<file path="src/rtl/dqz_pkg.sv">
`default_nettype none

package dqz_pkg;

	// Fixed formats of the sample path
	localparam int SAMPLE_W      = 32;
	localparam int ERR_W         = 32;
	localparam int OUTPUT_BITS   = 16;
	localparam int FRACTION_BITS = 28;
	localparam int SCALE_SHIFT   = FRACTION_BITS + 1 - OUTPUT_BITS;
	localparam int CLIP_W        = FRACTION_BITS + 1;
	localparam int SUM_W         = SAMPLE_W + 4;
	localparam int SEED_W        = 32;

	typedef logic signed [SAMPLE_W-1:0]    sample_t;
	typedef logic signed [OUTPUT_BITS-1:0] pcm_t;
	typedef logic signed [SUM_W-1:0]       sum_t;
	typedef logic signed [CLIP_W-1:0]      clip_t;
	typedef logic signed [ERR_W-1:0]       err_t;
	typedef logic [SEED_W-1:0]             seed_t;

	// Clip bounds [-1, 1 - 1 LSB] and rounding bias
	localparam sum_t CLIP_HI  = sum_t'((longint'(1) <<< FRACTION_BITS) - longint'(1));
	localparam sum_t CLIP_LO  = sum_t'(-(longint'(1) <<< FRACTION_BITS));
	localparam sum_t HALF_LSB = sum_t'(longint'(1) <<< (SCALE_SHIFT - 1));

	// Noise generator coefficients
	localparam seed_t LCG_MUL  = 32'h0019660d;
	localparam seed_t LCG_ADD  = 32'h3c6ef35f;
	localparam seed_t SEED_RST = 32'h0;

	// Register map
	localparam logic REG_DITHER_MODE = 1'b0;
	localparam logic REG_MONO        = 1'b1;
	localparam int   PADDR_W         = 3;
	localparam int   PDATA_W         = 32;

	// Per-lane control word
	typedef struct packed {
		logic dither;
		logic advance;
	} lane_ctrl_t;

	function automatic clip_t clip_sample(sum_t v);
		clip_t r;
		if (v > CLIP_HI) begin
			r = clip_t'(CLIP_HI);
		end else if (v < CLIP_LO) begin
			r = clip_t'(CLIP_LO);
		end else begin
			r = clip_t'(v);
		end
		return r;
	endfunction

	function automatic seed_t next_seed(seed_t s);
		logic [2*SEED_W-1:0] p;
		p = {{SEED_W{1'b0}}, s} * {{SEED_W{1'b0}}, LCG_MUL};
		return p[SEED_W-1:0] + LCG_ADD;
	endfunction

endpackage

`default_nettype wire

</file>
<file path="src/rtl/dqz_in_if.sv">
`default_nettype none

interface dqz_in_if;
	logic             valid;
	logic             ready;
	dqz_pkg::sample_t left_sample;
	dqz_pkg::sample_t right_sample;

	modport source (output valid, output left_sample, output right_sample, input ready);
	modport sink   (input valid, input left_sample, input right_sample, output ready);
endinterface

`default_nettype wire

</file>
<file path="src/rtl/dqz_out_if.sv">
`default_nettype none

interface dqz_out_if;
	logic          valid;
	logic          ready;
	dqz_pkg::pcm_t left_pcm;
	dqz_pkg::pcm_t right_pcm;

	modport source (output valid, output left_pcm, output right_pcm, input ready);
	modport sink   (input valid, input left_pcm, input right_pcm, output ready);
endinterface

`default_nettype wire

</file>
<file path="src/rtl/dither_quantizer_16bit_unit.sv">
`default_nettype none
// Result words are registered in the output stage of the merge buffer.
// Throughput: one stereo frame per cycle while that buffer is not full; the error
// feedback and noise state of each channel lane close with no pipeline stage, and
// the two-deep output buffer takes a further frame while the output is stalled.
// Reset (arst_n low, asynchronous): registers, feedback errors and buffer clear; seeds reload.

module dither_quantizer_16bit_unit (
	input  wire logic                         clk,
	input  wire logic                         arst_n,
	input  wire logic                         psel,
	input  wire logic                         penable,
	input  wire logic                         pwrite,
	input  wire logic [dqz_pkg::PADDR_W-1:0]  paddr,
	input  wire logic [dqz_pkg::PDATA_W-1:0]  pwdata,
	output logic      [dqz_pkg::PDATA_W-1:0]  prdata,
	output logic                              pready,
	dqz_in_if.sink                            frame,
	dqz_out_if.source                         pcm
);
	import dqz_pkg::*;

	logic       dither_q, mono_q;
	logic       wr_en;
	logic       push;
	logic       buf_ready;
	lane_ctrl_t ctrl_l, ctrl_r;
	pcm_t       q_l, q_r;

	// Register port
	assign pready = 1'b1;
	assign wr_en  = psel & penable & pwrite;

	always_ff @(posedge clk or negedge arst_n) begin
		if (!arst_n) begin
			dither_q <= 1'b0;
			mono_q   <= 1'b0;
		end else if (wr_en) begin
			case (paddr[2])
				REG_DITHER_MODE: dither_q <= pwdata[0];
				REG_MONO:        mono_q   <= pwdata[0];
				default:         dither_q <= dither_q;
			endcase
		end
	end

	always_comb begin
		case (paddr[2])
			REG_DITHER_MODE: prdata = {{(PDATA_W-1){1'b0}}, dither_q};
			REG_MONO:        prdata = {{(PDATA_W-1){1'b0}}, mono_q};
			default:         prdata = '0;
		endcase
	end

	// Accept a frame and steer the lanes
	assign frame.ready = buf_ready;
	assign push        = frame.valid & buf_ready;

	always_comb begin
		ctrl_l.dither  = dither_q;
		ctrl_l.advance = push & dither_q;
		ctrl_r.dither  = dither_q;
		ctrl_r.advance = push & dither_q & !mono_q;
	end

	dqz_lane u_lane_l (
		.clk    (clk),
		.arst_n (arst_n),
		.ctrl   (ctrl_l),
		.x      (frame.left_sample),
		.q      (q_l)
	);

	dqz_lane u_lane_r (
		.clk    (clk),
		.arst_n (arst_n),
		.ctrl   (ctrl_r),
		.x      (frame.right_sample),
		.q      (q_r)
	);

	dqz_merge u_merge (
		.clk     (clk),
		.arst_n  (arst_n),
		.push    (push),
		.mono    (mono_q),
		.left_q  (q_l),
		.right_q (q_r),
		.ready   (buf_ready),
		.pcm     (pcm)
	);

endmodule

`default_nettype wire

</file>
<file path="src/rtl/dqz_lane.sv">
`default_nettype none

module dqz_lane (
	input  wire logic                clk,
	input  wire logic                arst_n,
	input  wire dqz_pkg::lane_ctrl_t ctrl,
	input  wire dqz_pkg::sample_t    x,
	output dqz_pkg::pcm_t            q
);
	import dqz_pkg::*;

	err_t  now_q, prev_q, old_q;
	seed_t seed_q, fresh_q;

	sum_t                   shaping;
	sum_t                   base;
	sum_t                   out_sum;
	logic signed [SCALE_SHIFT:0] dith;
	clip_t                  samp_clip, out_clip;
	logic signed [CLIP_W:0] err_full;
	err_t                   err_next;
	err_t                   half_now;

	// Three-tap error feedback, only in dither mode
	always_comb begin
		shaping = sum_t'(now_q) - sum_t'(prev_q) + sum_t'(old_q);
		base    = sum_t'(x) + (ctrl.dither ? shaping : sum_t'(0));
	end

	// Rectangular-difference dither from the new and old generator words
	assign dith = $signed({1'b0, fresh_q[SCALE_SHIFT-1:0]})
		- $signed({1'b0, seed_q[SCALE_SHIFT-1:0]});

	// Bias, dither, clip and drop the low bits
	always_comb begin
		out_sum   = base + HALF_LSB + (ctrl.dither ? sum_t'(dith) : sum_t'(0));
		out_clip  = clip_sample(out_sum);
		samp_clip = clip_sample(base);
		q         = out_clip[CLIP_W-1:SCALE_SHIFT];
	end

	// Quantization error and truncating halving
	always_comb begin
		err_full = {samp_clip[CLIP_W-1], samp_clip}
			- {out_clip[CLIP_W-1], out_clip[CLIP_W-1:SCALE_SHIFT], {SCALE_SHIFT{1'b0}}};
		err_next = err_t'(err_full);
		half_now = (now_q + err_t'(now_q[ERR_W-1])) >>> 1;
	end

	// Advance the lane state when ctrl.advance marks a dithered word; fresh_q runs one step ahead
	always_ff @(posedge clk or negedge arst_n) begin
		if (!arst_n) begin
			now_q   <= '0;
			prev_q  <= '0;
			old_q   <= '0;
			seed_q  <= SEED_RST;
			fresh_q <= next_seed(SEED_RST);
		end else if (ctrl.advance) begin
			now_q   <= err_next;
			prev_q  <= half_now;
			old_q   <= prev_q;
			seed_q  <= fresh_q;
			fresh_q <= next_seed(fresh_q);
		end
	end

	a_fresh_ahead: assert property (@(posedge clk) disable iff (!arst_n)
		fresh_q == next_seed(seed_q))
		else $error("lookahead generator word out of step");

	a_hold_idle: assert property (@(posedge clk) disable iff (!arst_n)
		!ctrl.advance |=> $stable(seed_q) && $stable(now_q) && $stable(prev_q))
		else $error("lane state moved without an advance");

	a_adv_dither: assert property (@(posedge clk) disable iff (!arst_n)
		ctrl.advance |-> ctrl.dither)
		else $error("lane state advanced in round mode");

endmodule

`default_nettype wire

</file>
<file path="src/rtl/dqz_merge.sv">
`default_nettype none

module dqz_merge (
	input  wire logic          clk,
	input  wire logic          arst_n,
	input  wire logic          push,
	input  wire logic          mono,
	input  wire dqz_pkg::pcm_t left_q,
	input  wire dqz_pkg::pcm_t right_q,
	output logic               ready,
	dqz_out_if.source          pcm
);
	import dqz_pkg::*;

	logic out_vld_q, skid_vld_q;
	pcm_t out_l_q, out_r_q, skid_l_q, skid_r_q;
	pcm_t sel_r;
	logic pop;

	// Duplicate the left word in mono
	assign sel_r = mono ? left_q : right_q;
	assign pop   = out_vld_q & pcm.ready;
	assign ready = !skid_vld_q;

	// Control of the two-deep output buffer
	always_ff @(posedge clk or negedge arst_n) begin
		if (!arst_n) begin
			out_vld_q  <= 1'b0;
			skid_vld_q <= 1'b0;
		end else if (!out_vld_q || pop) begin
			if (skid_vld_q) begin
				out_vld_q  <= 1'b1;
				skid_vld_q <= 1'b0;
			end else begin
				out_vld_q <= push;
			end
		end else if (push) begin
			skid_vld_q <= 1'b1;
		end
	end

	// Payload of the buffer
	always_ff @(posedge clk) begin
		if (!out_vld_q || pop) begin
			if (skid_vld_q) begin
				out_l_q <= skid_l_q;
				out_r_q <= skid_r_q;
			end else if (push) begin
				out_l_q <= left_q;
				out_r_q <= sel_r;
			end
		end else if (push) begin
			skid_l_q <= left_q;
			skid_r_q <= sel_r;
		end
	end

	assign pcm.valid     = out_vld_q;
	assign pcm.left_pcm  = out_l_q;
	assign pcm.right_pcm = out_r_q;

	a_skid_behind: assert property (@(posedge clk) disable iff (!arst_n)
		skid_vld_q |-> out_vld_q)
		else $error("skid word held with empty output stage");

	a_stall_park: assert property (@(posedge clk) disable iff (!arst_n)
		out_vld_q && !pcm.ready && push |=> skid_vld_q)
		else $error("word taken during stall was not parked");

	a_no_push_full: assert property (@(posedge clk) disable iff (!arst_n)
		skid_vld_q |-> !push)
		else $error("word accepted with full buffer");

endmodule

`default_nettype wire

</file>
<file path="src/flat_wrapper.sv">
// flat-port wrapper written by rule: the top's interface ports become plain ports
module dither_quantizer_16bit_unit_flat import dqz_pkg::*;
  (clk, arst_n, psel, penable, pwrite, paddr, pwdata, prdata, pready, frame_valid, frame_left_sample, frame_right_sample, frame_ready, pcm_valid, pcm_left_pcm, pcm_right_pcm, pcm_ready);
  dqz_in_if frame_i ();
  dqz_out_if pcm_i ();
  input  wire logic clk;
  input  wire logic arst_n;
  input  wire logic psel;
  input  wire logic penable;
  input  wire logic pwrite;
  input  wire logic [dqz_pkg::PADDR_W-1:0] paddr;
  input  wire logic [dqz_pkg::PDATA_W-1:0] pwdata;
  output logic      [dqz_pkg::PDATA_W-1:0] prdata;
  output logic pready;
  input wire logic [$bits(frame_i.valid)-1:0] frame_valid;
  input wire logic [$bits(frame_i.left_sample)-1:0] frame_left_sample;
  input wire logic [$bits(frame_i.right_sample)-1:0] frame_right_sample;
  output wire logic [$bits(frame_i.ready)-1:0] frame_ready;
  output wire logic [$bits(pcm_i.valid)-1:0] pcm_valid;
  output wire logic [$bits(pcm_i.left_pcm)-1:0] pcm_left_pcm;
  output wire logic [$bits(pcm_i.right_pcm)-1:0] pcm_right_pcm;
  input wire logic [$bits(pcm_i.ready)-1:0] pcm_ready;
  assign frame_i.valid = frame_valid;
  assign frame_i.left_sample = frame_left_sample;
  assign frame_i.right_sample = frame_right_sample;
  assign frame_ready = frame_i.ready;
  assign pcm_valid = pcm_i.valid;
  assign pcm_left_pcm = pcm_i.left_pcm;
  assign pcm_right_pcm = pcm_i.right_pcm;
  assign pcm_i.ready = pcm_ready;
  dither_quantizer_16bit_unit u_core (.clk(clk), .arst_n(arst_n), .psel(psel), .penable(penable), .pwrite(pwrite), .paddr(paddr), .pwdata(pwdata), .prdata(prdata), .pready(pready), .frame(frame_i), .pcm(pcm_i));
endmodule
</file>
<file path="config.mk">
export PLATFORM = sky130hd
export DESIGN_NAME = dither_quantizer_16bit_unit_flat
export DESIGN_NICKNAME = d
export VERILOG_FILES = /design/src/rtl/dqz_pkg.sv /design/src/rtl/dqz_in_if.sv /design/src/rtl/dqz_out_if.sv /design/src/rtl/dither_quantizer_16bit_unit.sv /design/src/rtl/dqz_lane.sv /design/src/rtl/dqz_merge.sv /design/src/flat_wrapper.sv
export SDC_FILE = /design/constraint.sdc
export NUM_CORES = 1
export LEC_CHECK = 0
export ABC_AREA = 1
export BUFFER_PORTS_ARGS = -buffer_cell sky130_fd_sc_hd__buf_2
export CORE_MARGIN = 4
export CORE_UTILIZATION = 50
export CTS_BUF_LIST = sky130_fd_sc_hd__clkbuf_16
export DETAILED_ROUTE_END_ITERATION = 12
export PLACE_DENSITY_LB_ADDON = 0.08
export SETUP_SLACK_MARGIN = 0.4
export SLEW_MARGIN = 10
export SYNTH_ARGS = -nofsm -noshare
export SYNTH_HDL_FRONTEND = slang
export SYNTH_SLANG_ARGS = --single-unit
</file>
<file path="constraint.sdc">
create_clock -name clk -period 8.57 [get_ports clk]
set_clock_uncertainty 0.15 [all_clocks]
set_input_delay 1.714 -clock clk [delete_from_list [all_inputs] [get_ports clk]]
set_output_delay 1.714 -clock clk [all_outputs]
set_load 0.1 [all_outputs]
</file>
### Yosys cells after proc, flatten, opt, wreduce, memory -nomap -nowiden

Index checks and enable logic that the tools add are counted.

| operators by class | value |
|---|---|
| mux-type cells | 21 |
| reductions and logical operators | 10 |
| multiply operators | 2 |
| bitwise logic cells | 8 |
| add/subtract/negate cells | 18 |
| magnitude comparators | 8 |

Operators by type and width:

| operator | count |
|---|---|
| $mux W29 | 8 |
| $gt A36 B29 Y1 const B | 4 |
| $lt A36 B29 Y1 const B | 4 |
| $mux W36 | 4 |
| $mux W16 | 5 |
| $add A32 B36 Y36 | 2 |
| $add A36 B14 Y36 const B | 2 |
| $add A36 B36 Y36 | 2 |
| $add A31 B30 Y32 | 2 |
| $add A32 B30 Y32 const B | 2 |
| $mul A32 B21 Y32 const B | 2 |
| $pmux W32 S2 | 1 |
| $add A30 B1 Y31 | 2 |
| $sub A30 B30 Y31 | 2 |
| $sub A29 B29 Y30 | 2 |
| $sub A13 B13 Y14 | 2 |
| $reduce_and A2 Y1 | 4 |
| $and A1 B1 Y1 | 6 |
| $reduce_bool A2 Y1 | 2 |
| $logic_not A1 Y1 | 3 |
| $mux W1 | 3 |
| $not A1 Y1 | 2 |
| $logic_or A1 B1 Y1 | 1 |

| word-level totals | value |
|---|---|
| input bits | 106 |
| output and inout bits | 67 |
| flip-flop bits (word level) | 338 |

### Depth between registers and ports, before layout

| depth | value |
|---|---|
| depth in word-level cells | 12 |
| depth in mapped cells | 60 |
| gate-level depth less buffers | 59 |

### Hierarchy

From an unflattened synthesis, not the netlist that was laid out.

| second synthesis, totals | value |
|---|---|
| cells, all modules | 5146 |
| area, all modules | 35449.0 um2 |

Modules (own cells, without submodules):

| module | area each (um2) | cells each | times used |
|---|---|---|---|
| dqz_lane (u_core.u_lane_r) | 16155.5 | 2426 | 1 |
| dqz_lane (u_core.u_lane_l) | 16154.2 | 2419 | 1 |
| dqz_merge | 2757.6 | 246 | 1 |
| dither_quantizer_16bit_unit | 381.6 | 55 | 1 |

### Least setup slack after synthesis

OpenSTA, ideal clock, no wires.

| timing | value |
|---|---|
| kind | reg-to-reg |
| from | register u_core.u_lane_r.now_q[2] |
| to | register u_core.u_lane_r.now_q[27] |
| cell stages (with the launch flop) | 56 |
| library setup time | 0.131 ns |
| arrival | 7.513 ns |
| data required time | 8.289 ns |
| path slack | 0.776 ns |
| clock period less this slack | 7.794 ns |
| path through | dfrtp_1 > inv_1 > fa_1 > inv_1 > ha_1 > a21oi_1 > nand2_1 > nand2_1 > nand2_1 > a21oi_1 > o21ai_1 > a21boi_0 > o21ai_0 > o21ai_0 > a21oi_1 > ha_1 > nand2_1 > nor2_1 > (+20 left out) > nand2_1 > buf_2 > nand2_1 > ha_1 > inv_1 > fa_1 > nand3_1 > nand2_1 > a21oi_1 > o21ai_0 > a21boi_0 > o21ai_0 > nand2_1 > o21a_1 > nand2_1 > nand2_1 > nor2_1 > a21oi_1 |

| between the ends | value |
|---|---|
| longest elaborated chain between the ends | 10 |
| elaborated cells between the ends (all ways) | 15 |
| classes of those cells | add/sub: 6; order compare: 4; mux: 5 |

Ends and longest elaborated chain:

| item | line | RTL |
|---|---|---|
| start, declared | dqz_lane.sv:12 | `err_t now_q, prev_q, old_q;` |
| start signal, assigned | dqz_lane.sv:59 | `now_q <= err_next;` |
| $sub A30 B30 Y31 (*) | dqz_lane.sv:26 | `shaping = sum_t'(now_q) - sum_t'(prev_q) + sum_t'(old_q);` |
| $add A31 B30 Y32 (*) | dqz_lane.sv:26 |  |
| $mux W36 (*) | dqz_lane.sv:27 | `base = sum_t'(x) + (ctrl.dither ? shaping : sum_t'(0));` |
| $add A32 B36 Y36 (*) | dqz_lane.sv:27 |  |
| $add A36 B14 Y36 | dqz_lane.sv:36 | `out_sum = base + HALF_LSB + (ctrl.dither ? sum_t'(dith) : sum_t'(0));` |
| $add A36 B36 Y36 | dqz_lane.sv:36 |  |
| $lt A36 B29 Y1 | dqz_pkg.sv:48 | `end else if (v < CLIP_LO) begin` |
| $mux W29 | dqz_pkg.sv:48 |  |
| $mux W29 | dqz_pkg.sv:46 | `if (v > CLIP_HI) begin` |
| $sub A29 B29 Y30 (*) | dqz_lane.sv:45 | `- {out_clip[CLIP_W-1], out_clip[CLIP_W-1:SCALE_SHIFT], {SCALE_SHIFT{1'b0}}};` |

Mark *: on every way between the ends. The rest lies on a longest branch, timed or not.
A chain may end at the register's enable or synchronous reset.

### Worst setup path in the final report

| timing | value |
|---|---|
| from | register u_core.u_lane_l.now_q[17] |
| to | register u_core.u_lane_l.now_q[24] |

| between the ends | value |
|---|---|
| longest elaborated chain between the ends | 10 |
| elaborated cells between the ends (all ways) | 15 |
| classes of those cells | add/sub: 6; order compare: 4; mux: 5 |

Ends and longest elaborated chain:

| item | line | RTL |
|---|---|---|
| start, declared | dqz_lane.sv:12 |  |
| start signal, assigned | dqz_lane.sv:59 |  |
| $sub A30 B30 Y31 (*) | dqz_lane.sv:26 |  |
| $add A31 B30 Y32 (*) | dqz_lane.sv:26 |  |
| $mux W36 (*) | dqz_lane.sv:27 |  |
| $add A32 B36 Y36 (*) | dqz_lane.sv:27 |  |
| $add A36 B14 Y36 (*) | dqz_lane.sv:36 |  |
| $add A36 B36 Y36 (*) | dqz_lane.sv:36 |  |
| $lt A36 B29 Y1 | dqz_pkg.sv:48 |  |
| $mux W29 | dqz_pkg.sv:48 |  |
| $mux W29 (*) | dqz_pkg.sv:46 |  |
| via u_core.q_l[10] | dither_quantizer_16bit_unit.sv:28 | `pcm_t q_l, q_r;` |
| $sub A29 B29 Y30 (*) | dqz_lane.sv:45 |  |

Mark *: on every way through the listed nets, which the timed path passes. The rest lies on a longest branch.

==> impl.org <==
** Routing
- Post-DR wirelength/cell :: 16.73 um
- Post-detailed-route DRC marker count :: 0
- Via count :: roughly 34,000
- Violation count after the first detailed-route iteration :: 2,447
- Routed via count divided by cell count :: 5.272
- The first TritonRoute pass finished after 6 iterations.
- In this run the remaining antenna-violating nets after routing total 0.
- Wirelength, routed :: 108,400 um

** Clocking
- The tree built by TritonCTS fans out to 300 sinks.
- TritonCTS clock tree :: done
- Count of hold-fix buffers inserted at cts :: 0
- The clock reaches the later pin of the worst-skew pair after 0.60 ns.
- Number of clock buffers inserted by TritonCTS :: 38
- CTS built an H-tree with a depth of 2.
- Clock Root Buffer :: sky130_fd_sc_hd__clkbuf_16
- No sink is reached through more buffers than the 3 on the longest clock path.
- After clock tree synthesis, the clock-pin slew on the worst setup and hold paths is 0.06 ns.

** Floorplanning
- The initialized floorplan defines 95 standard-cell rows.
- Initial cell density of the core :: 50.72%
- The core region is 67,630 um2.
- The floorplan step set the die height to 269.9 um.
- Horizontal die dimension :: between 200 and 300 um
- During I/O placement, the number of pins put on the boundary was 173.
- Area enclosed by the die boundary :: around 73,000 um2

** Synthesis
- Seq/Total Area, Yosys :: 22.88%
- Warnings from Yosys :: 0
- The share of synthesized area in the top cell type comes to 17.14%.
- Counting every instance in the synthesized netlist gives 4,855.
- Flop and latch count out of synthesis :: 300
- The commonest cells after synthesis are sky130_fd_sc_hd__nand2_1 (1,169), sky130_fd_sc_hd__inv_1 (727), sky130_fd_sc_hd__ha_1 (470).
- Synth area leaders :: sky130_fd_sc_hd__ha_1 (17%), sky130_fd_sc_hd__dfrtp_1 (16%), sky130_fd_sc_hd__nand2_1 (13%)
- Per-instance average area after synthesis :: 7.065 um2
- Synth unique cells :: 57
- Most instantiated library cell after synthesis :: sky130_fd_sc_hd__nand2_1
- In the synthesized netlist the dominant register cell turns out to be sky130_fd_sc_hd__dfrtp_1.
- The synthesized design contains between 60 and 70 enable-type register cells.
- Synthesized area :: 34,300 um2
- Post-synth ARST share :: 78.67%
- Yosys top cell by area :: sky130_fd_sc_hd__ha_1

** Setup path
- Among all stages on the critical path, the largest delay is contributed by sky130_fd_sc_hd__fa_1.
- Data required time at the worst endpoint :: around 8.9 ns
- In this run the worst path has a maximum fanout of 8.
- In this design, the stage delay of the slowest critical-path cell is 0.56 ns.
- The worst setup path is of the reg2reg kind.
- Crit end category :: flop
- Worst Setup Start Kind :: flop
- WP data arrival :: roughly 8.5 ns

** Final layout
- Counting the fill cells in the layout gives approximately 5,700.
- Share of post-route cells with drive strength above 1 :: between 20% and 30%
- The number of antenna diodes in the final layout is 0.
- Layout Nets :: around 6,200
- Filler-free cell count of the finished design :: 6,477
- Area growth from synthesis to layout :: 32.19%

** Placed design
- Buffers added on ports :: ~110
- At the placement stage, the worst setup path has a slack of -0.3248 ns.
- Summed over all nets, the half-perimeter wirelength after detailed placement is 83,010 um.
- Gp weighted congestion :: 0.9282
- Cells after DPL :: 6,289

** Timing
- Final count of hold timing violations :: 0
- Setup violations remaining at the end of the flow were counted as 0.
- Slack of the critical path :: 0.4264 ns
- The smallest clock period supported by the final layout is computed as 8.144 ns.
- Crit share post-route :: 95.02%
- Based on the critical path, the design can be clocked at up to 122.8 MHz.
- For the pin with the worst max-slew slack, the measured transition is 1.312 ns.
- The max-slew violation count was 0.
- Setup repair after global routing missed its margin :: yes
- In this run the tightest slew margin relative to its limit is 12.44%.

** GRT
- Overall overflow remaining after global route :: 0
- Entering global routing, the biggest net connects 141 pins.
- Global-route wire length before repair :: 166,400 um
- Total Routing Usage GR :: 28.04%
- The number of global-route vias before repair was 32,270.
- Initial antenna violation count :: 3

** Run
- Across the run, the number of max-cap violations was 0.

** Outcome
- Outcome :: completed

** Worst hold path
- Type of the worst min-delay path :: reg2reg
## final cells by class
cell class                 instances  area [um2]  area share, %
timing repair buffer             765        5629          12.41
clock buffer                      38       950.9          2.097
tap                              873        1092          2.409
inverter                         744        2821          6.222
multi-input combinational       3725       26680          58.84
sequential                       300        7851          17.32
clock inverter                    32       320.3         0.7064
## what timing repair did
item	4_1_cts	5_1_grt
gates cloned	1	0
pin swaps	140	283
setup buffers	53	64
gates resized for setup	271	565
endpoints found under the setup margin	29	29
## path summary, 6_finish.rpt
kind                                             from                         end  slack, ns  cells after the start
setup / recovery            u_core.u_lane_l.now_q[17]   u_core.u_lane_l.now_q[24]       0.43                     48
hold / removal             u_core.u_lane_r.prev_q[22]  u_core.u_lane_r.prev_q[22]       0.34                      2
setup reg to reg            u_core.u_lane_l.now_q[17]   u_core.u_lane_l.now_q[24]       0.43                     48
hold reg to reg            u_core.u_lane_r.prev_q[22]  u_core.u_lane_r.prev_q[22]       0.34                      2
max in group asynchronous                      arst_n             u_core.dither_q       5.94                      2
min in group asynchronous                      arst_n   u_core.u_lane_l.old_q[23]       0.95                      1
## metal layers
layer	routed length [um]	vias to the layer above	GRT usage, %
li1	-	17270	-
met1	52080	15910	42.06
met2	47190	831	42.88
met3	6714	137	3.998
met4	2382	0	6.209
met5	0	-	0
## layout by cell type, fill, tap and decap left out, drive strengths merged, types with 98 or more instances in the layout
cell / n
o21ai: 411
xor2: 111
ha: 470
buf: 765
fa: 98
a21oi: 433
inv: 747
nand3: 197
nand2: 1205
nor2: 379
dfrtp: 218
## per-stage QoR
| step | TNS [ns] | hold slack, ns | utilization [%] | instance area, um2 |
|---|---|---|---|---|
| global route | 0 | 0.3593 | 67.04 | 45340 |
| global placement | -2.298 | 0.3187 | 58.46 | 39540 |
| finish | 0 | 0.3428 | 67.04 | 45340 |
| CTS | 0 | 0.3447 | 62.86 | 42510 |
| floorplan | 0 | 0.2991 | - | 34420 |
| detailed placement | -2.714 | 0.3274 | 58.46 | 39540 |
## cells by family after synthesis
logic type                 synth area share, %
and+or+nand+nor                          23.19
AOI/OAI and AO/OA                        16.21
buffers and inverters                    9.961
adders and majority gates                22.86
DFF                                      22.88
xor gates and xnor gates                 4.873
other                                  0.02189
## state kept, by name, summed over array words and instances (netlist names)
name / flops
u_core.u_merge.skid_r_q: 16
u_core.u_lane_r.old_q: 30
u_core.u_merge.pcm.left_pcm: 16
u_core.dither_q: 1
u_core.u_lane_l.fresh_q: 13
u_core.u_lane_l.old_q: 30
u_core.mono_q: 1
u_core.u_lane_l.prev_q: 30
u_core.u_lane_l.now_q: 30
u_core.u_merge.skid_vld_q: 1
u_core.u_lane_r.now_q: 30
u_core.u_lane_l.seed_q: 13
u_core.u_lane_r.fresh_q: 13
u_core.u_merge.pcm.right_pcm: 16
u_core.u_merge.pcm.valid: 1
u_core.u_merge.skid_l_q: 16
u_core.u_lane_r.seed_q: 13
u_core.u_lane_r.prev_q: 30
## critical path: cells and delay by family (launching register included)
kind	cells	cell delay, ns
xor gates and xnor gates	2	0.39
AOI/OAI and AO/OA	12	1.78
DFF	1	0.38
and+or+nand+nor	18	1.92
adders and majority gates	6	2.17
buffers and inverters	10	1.19
Power is left out: the tool's default activity adds up to more than one toggle a clock period on the data nets, which glitch-free logic cannot reach.
